**src/rtl/fdpe_pkg.sv**
```systemverilog
// Shared constants and types for the fractional divider parameter encoder.
package fdpe_pkg;

  localparam int WHOLE_W = 11;
  localparam int FRAC_W  = 20;
  localparam int QUO_W   = 7;
  localparam int P1_W    = 18;
  localparam int OFS_W   = 3;
  localparam int BYTE_W  = 8;

  localparam int IN_TDATA_W  = 56;
  localparam int OUT_TDATA_W = 16;

  localparam logic [WHOLE_W-1:0] MIN_WHOLE = 11'd4;
  localparam logic [P1_W-1:0]    P1_BIAS   = 18'd512;

  // Register offsets within the eight-byte parameter block.
  localparam logic [OFS_W-1:0] OFS_P3_HI  = 3'd0;
  localparam logic [OFS_W-1:0] OFS_P3_LO  = 3'd1;
  localparam logic [OFS_W-1:0] OFS_P1_TOP = 3'd2;
  localparam logic [OFS_W-1:0] OFS_P1_MID = 3'd3;
  localparam logic [OFS_W-1:0] OFS_P1_LO  = 3'd4;
  localparam logic [OFS_W-1:0] OFS_NIBBLE = 3'd5;
  localparam logic [OFS_W-1:0] OFS_P2_MID = 3'd6;
  localparam logic [OFS_W-1:0] OFS_P2_LO  = 3'd7;

  // One entry of the divider chain: partial remainder and quotient so far.
  typedef struct packed {
    logic               valid;
    logic               bad;
    logic [WHOLE_W-1:0] whole;
    logic [FRAC_W-1:0]  den;
    logic [FRAC_W-1:0]  rem;
    logic [QUO_W-1:0]   quo;
  } div_stage_t;

endpackage

```
**src/rtl/fdpe_div_cell.sv**
```systemverilog
// One restoring-division cell: develops one quotient bit of 128*b/c.
module fdpe_div_cell (
  input  logic                  clk,
  input  logic                  rst,
  input  logic                  en,
  input  fdpe_pkg::div_stage_t  stage_in,
  output fdpe_pkg::div_stage_t  stage_out
);

  logic [fdpe_pkg::FRAC_W:0]   shifted;
  logic                        ge;
  logic [fdpe_pkg::FRAC_W:0]   diff;
  fdpe_pkg::div_stage_t        stage_next;

  assign shifted = {stage_in.rem, 1'b0};
  assign ge      = shifted >= {1'b0, stage_in.den};
  assign diff    = shifted - {1'b0, stage_in.den};

  always_comb begin
    stage_next     = stage_in;
    stage_next.rem = ge ? diff[fdpe_pkg::FRAC_W-1:0] : shifted[fdpe_pkg::FRAC_W-1:0];
    stage_next.quo = {stage_in.quo[fdpe_pkg::QUO_W-2:0], ge};
  end

  always_ff @(posedge clk) begin
    if (rst) begin
      stage_out.valid <= 1'b0;
    end else if (en) begin
      stage_out.valid <= stage_next.valid;
    end
    if (en) begin
      stage_out.bad   <= stage_next.bad;
      stage_out.whole <= stage_next.whole;
      stage_out.den   <= stage_next.den;
      stage_out.rem   <= stage_next.rem;
      stage_out.quo   <= stage_next.quo;
    end
  end

endmodule

```
**src/rtl/fdpe_serializer.sv**
```systemverilog
// Forms P1, P2 and P3 and sends the parameter block out one byte per transaction.
module fdpe_serializer (
  input  logic                                clk,
  input  logic                                rst,
  input  fdpe_pkg::div_stage_t                stage_in,
  output logic                                in_ready,
  output logic                                m_tvalid,
  input  logic                                m_tready,
  output logic [fdpe_pkg::OUT_TDATA_W-1:0]    m_tdata,
  output logic                                m_tlast,
  output logic                                m_tuser
);

  logic                          busy;
  logic [fdpe_pkg::OFS_W-1:0]    idx;
  logic                          bad;
  logic [fdpe_pkg::P1_W-1:0]     p1;
  logic [fdpe_pkg::FRAC_W-1:0]   p2;
  logic [fdpe_pkg::FRAC_W-1:0]   p3;
  logic [fdpe_pkg::P1_W-1:0]     p1_next;
  logic [fdpe_pkg::BYTE_W-1:0]   byte_sel;
  logic                          at_last;
  logic                          load;

  assign at_last  = idx == fdpe_pkg::OFS_P2_LO;
  assign in_ready = !busy || (m_tready && at_last);
  assign load     = in_ready && stage_in.valid;
  // 128*a + q is just a and q side by side.
  assign p1_next  = {stage_in.whole, stage_in.quo} - fdpe_pkg::P1_BIAS;

  always_ff @(posedge clk) begin
    if (rst) begin
      busy <= 1'b0;
      idx  <= fdpe_pkg::OFS_P3_HI;
    end else if (load) begin
      busy <= 1'b1;
      idx  <= fdpe_pkg::OFS_P3_HI;
    end else if (busy && m_tready) begin
      busy <= !at_last;
      idx  <= idx + 3'd1;
    end
    if (load) begin
      bad <= stage_in.bad;
      p1  <= p1_next;
      p2  <= stage_in.rem;
      p3  <= stage_in.den;
    end
  end

  always_comb begin
    case (idx)
      fdpe_pkg::OFS_P3_HI:  byte_sel = p3[15:8];
      fdpe_pkg::OFS_P3_LO:  byte_sel = p3[7:0];
      fdpe_pkg::OFS_P1_TOP: byte_sel = {6'd0, p1[17:16]};
      fdpe_pkg::OFS_P1_MID: byte_sel = p1[15:8];
      fdpe_pkg::OFS_P1_LO:  byte_sel = p1[7:0];
      fdpe_pkg::OFS_NIBBLE: byte_sel = {p3[19:16], p2[19:16]};
      fdpe_pkg::OFS_P2_MID: byte_sel = p2[15:8];
      fdpe_pkg::OFS_P2_LO:  byte_sel = p2[7:0];
      default:              byte_sel = 8'd0;
    endcase
  end

  assign m_tvalid = busy;
  assign m_tdata  = {5'd0, (bad ? 8'd0 : byte_sel), idx};
  assign m_tlast  = at_last;
  assign m_tuser  = bad;

endmodule

```
**src/rtl/fractional_divider_param_encoder.sv**
```systemverilog
// Top level of the fractional divider parameter encoder.
// Usage:
//   The slave side takes one divide ratio a + b/c per transaction. The master
//   side returns the eight bytes of the parameter block (P3 high, P3 low,
//   P1 top bits, P1 mid, P1 low, shared nibbles, P2 mid, P2 low), one byte per
//   transaction, with m_tlast on the eighth byte.
//   A row of seven division cells works out q = floor(128*b/c) one bit per
//   cell; the remainder leaving the last cell is P2. A ratio with c zero,
//   b not below c, or a below 4 gives eight zero bytes with m_tuser set.
// Timing:
//   An item passes through the seven division cells and is then registered in
//   the byte serializer, which sends one byte per cycle while m_tready is high
//   and takes the next item as the last byte of a block is accepted. While bytes
//   are going out, up to seven later items keep moving into the division cells.
// Reset and stalls:
//   rst clears all valid flags; no partial block survives it. When m_tready
//   is low the byte on the master side holds; once the item in the last
//   division cell has to wait, the whole row holds and s_tready drops.
module fractional_divider_param_encoder (
  input  logic                                 clk,
  input  logic                                 rst,
  input  logic                                 s_tvalid,
  output logic                                 s_tready,
  // [10:0] whole_part, [30:11] numerator, [50:31] denominator, rest zero
  input  logic [fdpe_pkg::IN_TDATA_W-1:0]      s_tdata,
  output logic                                 m_tvalid,
  input  logic                                 m_tready,
  // [2:0] byte_offset, [10:3] byte_value, rest zero
  output logic [fdpe_pkg::OUT_TDATA_W-1:0]     m_tdata,
  output logic                                 m_tlast,
  // [0] invalid
  output logic                                 m_tuser
);

  fdpe_pkg::div_stage_t stage [fdpe_pkg::QUO_W+1];

  logic [fdpe_pkg::WHOLE_W-1:0] whole;
  logic [fdpe_pkg::FRAC_W-1:0]  num;
  logic [fdpe_pkg::FRAC_W-1:0]  den;
  logic                         ser_ready;
  logic                         advance;

  assign whole = s_tdata[10:0];
  assign num   = s_tdata[30:11];
  assign den   = s_tdata[50:31];

  // The whole row moves together; it only stops when the tail item waits.
  assign advance  = !stage[fdpe_pkg::QUO_W].valid || ser_ready;
  assign s_tready = advance;

  always_comb begin
    stage[0].valid = s_tvalid;
    stage[0].bad   = (den == '0) || (num >= den) || (whole < fdpe_pkg::MIN_WHOLE);
    stage[0].whole = whole;
    stage[0].den   = den;
    stage[0].rem   = num;
    stage[0].quo   = '0;
  end

  for (genvar k = 0; k < fdpe_pkg::QUO_W; k++) begin : g_cell
    fdpe_div_cell u_cell (
      .clk       (clk),
      .rst       (rst),
      .en        (advance),
      .stage_in  (stage[k]),
      .stage_out (stage[k+1])
    );
  end

  fdpe_serializer u_ser (
    .clk      (clk),
    .rst      (rst),
    .stage_in (stage[fdpe_pkg::QUO_W]),
    .in_ready (ser_ready),
    .m_tvalid (m_tvalid),
    .m_tready (m_tready),
    .m_tdata  (m_tdata),
    .m_tlast  (m_tlast),
    .m_tuser  (m_tuser)
  );

endmodule

```
**config.mk**
```make
export PLATFORM = sky130hd
export DESIGN_NAME = fractional_divider_param_encoder
export DESIGN_NICKNAME = d
export VERILOG_FILES = /design/src/rtl/fdpe_pkg.sv /design/src/rtl/fdpe_div_cell.sv /design/src/rtl/fdpe_serializer.sv /design/src/rtl/fractional_divider_param_encoder.sv
export SDC_FILE = /design/constraint.sdc
export NUM_CORES = 1
export LEC_CHECK = 0
export BUFFER_PORTS_ARGS = -buffer_cell sky130_fd_sc_hd__buf_2
export CAP_MARGIN = 20
export CELL_PAD_IN_SITES_DETAIL_PLACEMENT = 1
export CELL_PAD_IN_SITES_GLOBAL_PLACEMENT = 1
export CORE_ASPECT_RATIO = 0.7
export CORE_UTILIZATION = 52
export DETAILED_ROUTE_END_ITERATION = 12
export MAX_ROUTING_LAYER = met4
export PLACE_DENSITY_LB_ADDON = 0.1
export SLEW_MARGIN = 40
export SYNTH_ARGS = -nofsm -noshare
export SYNTH_HDL_FRONTEND = slang
export SYNTH_SLANG_ARGS = --single-unit
```
**constraint.sdc**
```tcl
create_clock -name clk -period 16.15 [get_ports clk]
set_input_delay 3.23 -clock clk [delete_from_list [all_inputs] [get_ports clk]]
set_output_delay 3.23 -clock clk [all_outputs]
set_load 0.01 [all_outputs]
```
==> reports/qor.yml <==
clock_tree:
  post_cts_buffers: 0
  cts_buffer_depth: 3
  cts.sinks: 462
  ctsHoldBuffers: 0
  cts_root_buf: "clkbuf_16"
  tritoncts: "done"
  cts_buffers: 46
  clock_latency_ns: 0.59
  clk_pin_slew_worst_paths_ns: 0.07
  cts.repair.resized: 0
  htree_levels: 2
synth:
  syn_inst: 1925
  ys_ff_latch: 462
  synth_cell_types: 84
  ys_seq_area_share_pct: 57.32
  synth_ff_type: "edfxtp_1"
  syn_area_um2: 24010
  synthArstFlopShare_pct: 0
  yosys_warnings: 0
  synth_edf_count: 451
  syn_area_per_cell_um2: 12.47
setup_path:
  arrival_ns: 4.28
  critical_path.max_fanout: 30
  cp_data_required_time_ns: 12.92
  worstSetupStartpointType: "primary input"
  critPathCaptureType: "output pin"
  crit_type: "in -> out"
timing:
  finalHoldViolCount: 0
  fin_skew_ns: 0.03116
  setup_tns_ns: 0
  tightest_slew_ns: 0.8081
  fmax_mhz: 133.1
  report.final.slew_viol_count: 0
  timing.final.crit_share_pct: 46.53
  setup_viol: 0
  relSlewSlack_pct: 46.12
  period_needed_ns: 7.514
  rsz0062_at_grt: "false"
  worst_slack_ns: 8.636
finish:
  stdcell_count: 2651
  antenna_cells: 0
  seq_area_um2: 13760
  area_delta_synth_final_pct: 10.59
  fill_cells: 4516
  layout-drive-gt1-share_pct: 12.50
  multi_input_area_um2: 9405
  fin_nets: 2245
route:
  ant_nets: 0
  firstDrtPassIters: 6
  drc: 0
  wl_um: 58800
  vias: 15540
  routed_via_density: 5.863
  drtIter0Drc: 1239
  post_drt_wl_per_cell_um: 22.18
floorplanning:
  die-height_um: 181.8
  initial_core_util_pct: 53.01
  core_um2: 45300
  io_pins: 80
  std_cell_rows: 65
  die-area_um2: 47060
  dieWidth_um: 258.8
global_route:
  grt_first_pass_wirelength_um: 92080
  grt.total_usage_pct: 26.10
  grt_pass1_vias: 16140
  grt_overflow: 0
  grt_max_degree: 120
  antenna_found_initial: 0
placed_design:
  gp_congestion: 0.8973
  dp.final_hpwl_um: 43900
  portBuffers: 69
  dpl_worst_slack_ns: 8.663
  dp_cells: 2566
run:
  maxCapViolations: 0
status:
  status: "finished, final reports clean"
power:
  leakage_nw: 10.89
  power_w: 0.004739
  powerDensity_nw_per_um2: 178.5
  ir_drop_uv: 79.69
min_path:
  hp-class: "reg -> reg"
[layer usage]
metal	track usage (%)	share of wire, %	vias up
li1	-	-	7357
met1	34.99	46	7788
met2	42.19	48	313
met3	2.903	4.1	86
met4	7.266	2.4	0
met5	-	0	-
[synthesized netlist by cell type (5+ instances only)]
cell      instances  area [um2]
a211o_1           8       70.07
a211oi_1         13       97.59
a21o_1           59       442.9
a21oi_1         129       645.6
a221oi_1          6       52.55
a222oi_1         11       110.1
a31oi_1          16       100.1
and2_1            9       56.30
and3_1           12       75.07
and4_1            6       52.55
buf_2            13       65.06
buf_4             5       37.54
clkbuf_1         22       82.58
dfxtp_1          11       220.2
edfxtp_1        451       13540
fa_1              7       140.1
ha_1            167        2090
inv_1           181       679.4
mux2_2           73       822.0
mux2_4           17       255.2
mux2i_1           8       80.08
nand2_1         103       386.6
nand2b_1         19       118.9
nand3_1          41       205.2
nand4_1          17       106.4
nor2_1           91       341.6
nor2b_1          22       137.6
nor3_1           15       75.07
nor4_1           15       93.84
o211a_1           5       50.05
o211ai_1          9       67.56
o21a_1           28       210.2
o21ai_0         105       525.5
o21bai_1          7       52.55
o31a_1           13       113.9
o31ai_1          11       82.58
or2_2             6       37.54
or4_1             6       45.04
xnor2_1          73       639.4
xor2_1           38       332.8
[power by group]
group,total (W),switching (W),internal [W]
registers,0.00182,0.000152,0.00167
clock network,0.00105,0.000459,0.000590
logic,0.00187,0.00104,0.000827
[path summary, 6_finish.rpt]
kind / from / to / slack [ns] / cells after the start
max: m_tready / s_tready / 8.64 / 5
min: g_cell[4].u_cell.stage_out[50] / g_cell[5].u_cell.stage_out[50] / 0.41 / 0
min reg2reg: g_cell[4].u_cell.stage_out[50] / g_cell[5].u_cell.stage_out[50] / 0.41 / 0
max reg2reg: u_ser.idx[2] / g_cell[2].u_cell.stage_out[38] / 12.45 / 7
[sequential cells by signal (all words and copies together), names as in the netlist]
name	cells
u_ser.p2	20
u_ser.idx	3
u_ser.m_tvalid	1
u_ser.p3	20
g_cell.u_cell.stage_out	399
u_ser.m_tuser	1
u_ser.p1	18
[cells in the final DEF, fill, tap and decap left out, drive strengths merged, types with 6 or more instances in the layout]
| cell | instances |
|---|---|
| a31oi | 17 |
| a211o | 8 |
| clkbuf | 63 |
| a221oi | 6 |
| mux2i | 8 |
| nand2 | 103 |
| xor2 | 38 |
| o21bai | 7 |
| a21oi | 130 |
| o21a | 28 |
| nand4 | 17 |
| nor2b | 23 |
| nand2b | 19 |
| or4 | 6 |
| and4 | 6 |
| o31ai | 12 |
| a21o | 59 |
| xnor2 | 73 |
| and3 | 12 |
| nor4 | 16 |
| nor3 | 15 |
| inv | 187 |
| and2 | 10 |
| o21ai | 109 |
| edfxtp | 451 |
| mux2 | 90 |
| nor2 | 91 |
| ha | 167 |
| o211ai | 9 |
| nand3 | 41 |
| o31a | 13 |
| clkinv | 14 |
| buf | 79 |
| fa | 7 |
| or2 | 6 |
| a222oi | 11 |
| dfxtp | 11 |
| a211oi | 14 |
[kinds of logic (layout without fill, tap and decap cells)]
logic type / Yosys count / count (layout) / share of synthesized area [%]
AO/OA/AOI/OAI: 468 / 468 / 12.77
multiplexers: 98 / 98 / 4.820
AND/OR/NAND/NOR: 384 / 384 / 7.982
XOR/XNOR: 111 / 111 / 4.049
flip-flops: 462 / 462 / 57.32
other: 1 / 5 / 0.01562
buffers and inverters: 227 / 346 / 3.762
adder cells (fa/ha/maj): 174 / 174 / 9.285
[cell type report]
class	instances	share of cell area (%)
Sequential cell	462	51.83
Clock buffer	63	4.650
Tap cell	603	2.841
Timing Repair Buffer	79	1.828
Multi-Input combinational cell	1240	35.42
Clock inverter	22	0.8669
Inverter	182	2.572
[through the flow]
| step | util, % | area (um2) | hold WS (ns) |
|---|---|---|---|
| 2_1_floorplan | - | 24030 | 0.4003 |
| 3_3_place_gp | 55.25 | 25030 | 0.4003 |
| 3_5_place_dp | 55.39 | 25090 | 0.4061 |
| 4_1_cts | 58.62 | 26560 | 0.4167 |
| 5_1_grt | 58.62 | 26560 | 0.4226 |
| 6_report | 58.62 | 26560 | 0.4135 |
[worst max-delay path, cell delays in order]
cell	delay (ns)
buf_2	0.12
a21boi_1	0.16
buf_4	0.23
nand2_4	0.26
buf_2	0.26
Note: power is estimated with default switching activity, not from simulation.
